===== config.mk =====
export PLATFORM = sky130hd
export DESIGN_NAME = c2d_mac
export DESIGN_NICKNAME = d
export VERILOG_FILES = /design/src/sv/assert_macros.svh /design/src/sv/c2d_pkg.sv /design/src/sv/c2d_mac.sv
export SDC_FILE = /design/constraint.sdc
export NUM_CORES = 1
export LEC_CHECK = 0
export ABC_AREA = 1
export BUFFER_PORTS_ARGS = -buffer_cell sky130_fd_sc_hd__buf_2
export CAP_MARGIN = 10
export CORE_UTILIZATION = 46
export DETAILED_ROUTE_END_ITERATION = 16
export PLACE_DENSITY_LB_ADDON = 0.2
export SLEW_MARGIN = 40
export SYNTH_ARGS = -nofsm -noshare
export SYNTH_HDL_FRONTEND = slang
export SYNTH_SLANG_ARGS = --single-unit

===== constraint.sdc =====
create_clock -name clk -period 5.07 [get_ports clk]
set_clock_uncertainty 0.05 [all_clocks]
set_input_delay 0.2535 -clock clk [delete_from_list [all_inputs] [get_ports clk]]
set_output_delay 0.2535 -clock clk [all_outputs]
set_load 0.05 [all_outputs]

===== src/sv/assert_macros.svh =====
// Assertion macros used by the conv2d 3x3 core.
`ifndef ASSERT_MACROS_SVH
`define ASSERT_MACROS_SVH

// Property that must hold at every rising clock edge outside reset.
`define C2D_ASSERT(lbl, ck, rn, prop, msg) \
  lbl: assert property (@(posedge ck) disable iff (!rn) prop) \
    else $error(msg);

// Condition that must never be seen outside reset.
`define C2D_ASSERT_NEVER(lbl, ck, rn, cond, msg) \
  lbl: assert property (@(posedge ck) disable iff (!rn) !(cond)) \
    else $error(msg);

`endif


===== src/sv/c2d_pkg.sv =====
// Types and constants shared by the conv2d 3x3 block.
`timescale 1ns / 1ps
package c2d_pkg;

  typedef enum logic [1:0] {
    REG_WIDTH    = 2'd0,
    REG_HEIGHT   = 2'd1,
    REG_TAPS_LO  = 2'd2,
    REG_TAP_LAST = 2'd3
  } c2d_reg_t;

  localparam logic [10:0] WidthReset  = 11'd21;
  localparam logic [11:0] HeightReset = 12'd21;
  localparam logic [63:0] TapsReset   = 64'd2;
  localparam logic [7:0]  TapLastReset = 8'd0;
  localparam logic [11:0] MaxHeight   = 12'd4095;

  // Result queue; one entry per result word in flight.
  localparam int FifoDepth = 8;
  localparam int FifoAw    = 3;

  // 3x3 window or kernel, element k in bits 8k+7..8k (row-major).
  typedef logic [8:0][7:0] c2d_win_t;

  typedef struct packed {
    logic [9:0]  col;
    logic [11:0] row;
    logic        last;
  } c2d_meta_t;

  typedef struct packed {
    logic [7:0] pixel;
    c2d_meta_t  meta;
  } c2d_res_t;

endpackage


===== src/sv/c2d_mac.sv =====
// Two-stage 3x3 multiply-accumulate, modulo 256.
`timescale 1ns / 1ps
module c2d_mac import c2d_pkg::*; (
  input  logic      clk,
  input  logic      rst_n,
  input  logic      in_valid,
  input  c2d_meta_t in_meta,
  input  c2d_win_t  window,
  input  c2d_win_t  taps,
  output logic      out_valid,
  output c2d_meta_t out_meta,
  output logic [7:0] out_pixel
);

  c2d_win_t   prod_r, prod_nxt;
  logic       prod_valid_r;
  c2d_meta_t  prod_meta_r;
  logic [7:0] sum_r, sum_nxt;
  logic       sum_valid_r;
  c2d_meta_t  sum_meta_r;

  // Only the low byte of each product survives the wrap.
  always_comb begin
    for (int k = 0; k < 9; k++) begin
      prod_nxt[k] = 8'(window[k] * taps[k]);
    end
  end

  always_comb begin
    sum_nxt = 8'd0;
    for (int k = 0; k < 9; k++) begin
      sum_nxt = sum_nxt + prod_r[k];
    end
  end

  always_ff @(posedge clk) begin
    if (!rst_n) begin
      prod_valid_r <= 1'b0;
      sum_valid_r  <= 1'b0;
    end else begin
      prod_valid_r <= in_valid;
      sum_valid_r  <= prod_valid_r;
    end
  end

  always_ff @(posedge clk) begin
    prod_r      <= prod_nxt;
    prod_meta_r <= in_meta;
    sum_r       <= sum_nxt;
    sum_meta_r  <= prod_meta_r;
  end

  assign out_valid = sum_valid_r;
  assign out_meta  = sum_meta_r;
  assign out_pixel = sum_r;

endmodule

==> metrics.md <==
| Metric | Value |
|---|---|
| Max-cap viol count | 0 |
| Synth Cell Area | 13270 um^2 |
| CP arrival | 3.92 ns |
| CP max FO | 3 |
| Largest stage delay, worst path | 0.53 ns |
| Layout Nets | 2469 |
| Wl on met1 | 11420 um |
| Max Fclk | 272.6 MHz |
| Num CTS Buffers | 17 |
| Clk Latency, worst-skew pair | 0.42 ns |
| Vias in the first global route | 10.48k |
| Chip height | 171.9 um |
| CP Launch Type | flip-flop |
| Count of unique library cells instantiated by Yosys | 24 |
| GPL Wtd Cong | 0.8515 |
| Final HPWL DP | 22280 um |
| FF/Latch Area | 2562 um^2 |
| Clk pwr share | 13.8% |
| Setup CP Type | flip-flop to flip-flop |
| DRC violations left | 0 |
| Area grow syn2layout | 16.85% |
| Async S/R FF share, synth | 0% |
| Post-route ant nets | 0 |
| RSZ-0062 raised after global routing | false |
| Largest net degree at the start of global routing | 17 |
| Synth area leaders | fa_1, dfxtp_1, inv_1 |
| Static leakage power | 9.914 nW |
| EDFF count, synth | 0 |
| Final period util | 72.37% |
| Drt initial violations | 345 |
| Least-Margin Pin Slew | 0.3450 ns |
| Power Dens Cells | 585.9 nW/um^2 |
| Antenna violations before repair | 0 |
| Seq pwr share | 16.3% |
| Type of the worst min-delay path | input pin to flip-flop |
| Crit end category | flip-flop |
| Root Buffer | clkbuf_16 |
| Max-slew violations | 0 |
| Sum of negative setup slack | 0 ns |
| Hold Fails Final Rpt | 0 |
| CP Cell Sequence | inv_1 -> fa_1 -> inv_1 -> fa_1 -> fa_1 -> inv_1 -> fa_1 -> inv_1 -> ha_1 -> fa_1 -> nand3_1 -> nand2_1 -> xor2_1 |
| Syn avg cell area | 7.498 um^2 |
| TritonCTS clock tree | built |
| CP max stage cell | fa_1 |
| CTS sink cnt | 128 |
| Worst EP required | 5.32 ns |
| Fin crit period | 3.669 ns |
| FP Rows | 61 |
| GRT Total Usage | 19.06% |
| Internal | 4.749 mW |
| Sw Pwr | 4.337 mW |
| Status | complete, no violations |
| Congestion Overflow GR | 0 |
| Final setup viols | 0 |
| Total wire length | 26290 um |
| Cell count after synthesis | 1770 |
| Post-CTS Setup Inserts | 0 |
| Clk buf depth | 2 |
| Routed wl met2 | 13720 um |
| Sw frac | 47.74% |
| IO Pins | 202 |
| Register area share after synthesis | 19.31% |
| Worst slack, placed | 1.250 ns |
| Share of layout cells above drive strength 1 | 12.26% |
| Synth Register Bits | 128 |
| Fill cells | 2716 |
| Wire per inst | 11.02 um |
| PostCTS Resize Cnt | 0 |
| Gate power share | 69.9% |
| # port buffers | 201 |
| Starting Density | 47.25% |
| Cell taking the most area after synthesis | fa_1 |
| Area of the multi-input gates | 8509 um^2 |
| Top Metal Used | met4 |
| Core Area | 28090 um^2 |
| Chip width | 171.9 um |
| H-tree Lvls | 4 |
| Via count | 10.57k |
| Yosys top cell area share | 23.08% |
| Slew headroom | 76.83% |
| Mapped Nets | 2245 |
| Vias per cell | 4.430 |
| Clock slew at reported path FFs | 0.06 ns |
| First-pass GRT wire length | 45480 um |
| Setup ws final | 1.401 ns |
| Dominant synthesized flop cell | dfxtp_1 |
| Worst hold slack | 0.09178 ns |
| Most used cell, CP | fa_1 |
| Die ar. | 29530 um^2 |
| First-pass DRT Iterations | 5 |
| Yosys warnings | 0 |
| WL met3 | 954 um |
| VDD IR max | 0.0008527 V |
| Antenna Cells | 0 |
## state kept, by name, indices dropped and copies added, names as in the netlist
| signal | count |
|---|---|
| out_meta | 23 |
| out_pixel | 8 |
| out_valid | 1 |
| prod_meta_r | 23 |
| prod_r | 72 |
| prod_valid_r | 1 |
## worst max-delay path, delay by kind of cell, from the launching register on
family | cells | cell delay (ns)
fa+ha+maj | 6 | 2.70
buf+inv | 4 | 0.20
xor+xnor | 1 | 0.15
flops | 1 | 0.30
simple gates | 2 | 0.16
## per-stage QoR
stage	util [%]	instances	instance area (um^2)	total power, mW
after floorplan	-	1770	13270	6.518
after CTS	55.21	2385	15510	9.274
final	55.21	2385	15510	9.086
after global routing	55.21	2385	15510	10.33
after detailed placement	52.12	2327	14640	7.926
after global placement	52.12	2327	14640	7.775
## routing by layer
metal  track usage, %  vias up
met3            2.495       15
met4            3.655        0
met5                0        -
met2            36.45      198
li1                 -     5464
met1            22.63     4888
## synth_stat cells (2+ instances only)
| cell type | instances |
|---|---|
| inv_1 | 555 |
| nand2_1 | 535 |
| fa_1 | 153 |
| ha_1 | 152 |
| dfxtp_1 | 128 |
| nand3_1 | 58 |
| xor2_1 | 51 |
| xnor2_1 | 40 |
| a21oi_1 | 19 |
| buf_2 | 18 |
| nand3b_1 | 15 |
| nor2_1 | 15 |
| nand2_2 | 10 |
| nand4_1 | 5 |
| clkbuf_1 | 3 |
| o21ai_0 | 3 |
| nand2b_1 | 2 |
| xnor2_2 | 2 |
## logic make-up after synthesis
logic type	after synthesis	share of synthesized area (%)
AOI/OAI and AO/OA	25	0.9804
xor gates and xnor gates	93	6.251
adders and majority gates	305	37.41
buffers and inverters	578	16.57
DFF	128	19.31
and+or+nand+nor	641	19.48
## repair_timing
action                     in CTS  in global routing
setup endpoints to repair       0                  0
hold buffers                   26                  0
hold endpoints to repair       25                  0
## power by group through the flow
| stage | Combinational [mW] | Clock [mW] | Sequential (mW) |
|---|---|---|---|
| final | 6.35 | 1.25 | 1.48 |
| after global routing | 7.49 | 1.33 | 1.50 |
| after CTS | 6.51 | 1.28 | 1.49 |
| after detailed placement | 6.42 | 0 | 1.50 |
| after global placement | 6.27 | 0 | 1.51 |
| after floorplan | 4.90 | 0 | 1.62 |
## cells in the final DEF (no fill, tap or decap), drive strengths merged
cell	instances
bufinv	3
ha	152
a21o	1
nand2b	2
nand3	58
clkbuf	18
nand2	546
buf	201
o211ai	1
fa	153
dfxtp	128
clkinv	1
inv	561
xnor2	42
nor2	15
nand4	5
xor2	51
a21oi	19
o21ai	4
dlygate4sd3	26
clkinvlp	5
nand3b	15
## final cells by class
| type | instances | area share, % |
|---|---|---|
| tap | 378 | 3.050 |
| timing repair buffer | 227 | 8.165 |
| inverter | 556 | 13.46 |
| sequential | 128 | 16.52 |
| multi-input combinational | 1064 | 54.87 |
| clock inverter | 14 | 1.162 |
| clock buffer | 18 | 2.767 |
## path summary, 6_finish.rpt
path                                      start      endpoint  slack, ns  cells past startpoint
worst min-delay path                 window[64]    prod_r[64]       0.09                      3
worst min register to register  prod_meta_r[12]  out_meta[12]       0.27                      0
worst max register to register       prod_r[26]  out_pixel[6]       1.40                     13
worst max-delay path                 prod_r[26]  out_pixel[6]       1.40                     13
Power figures use the tool's default switching activity.
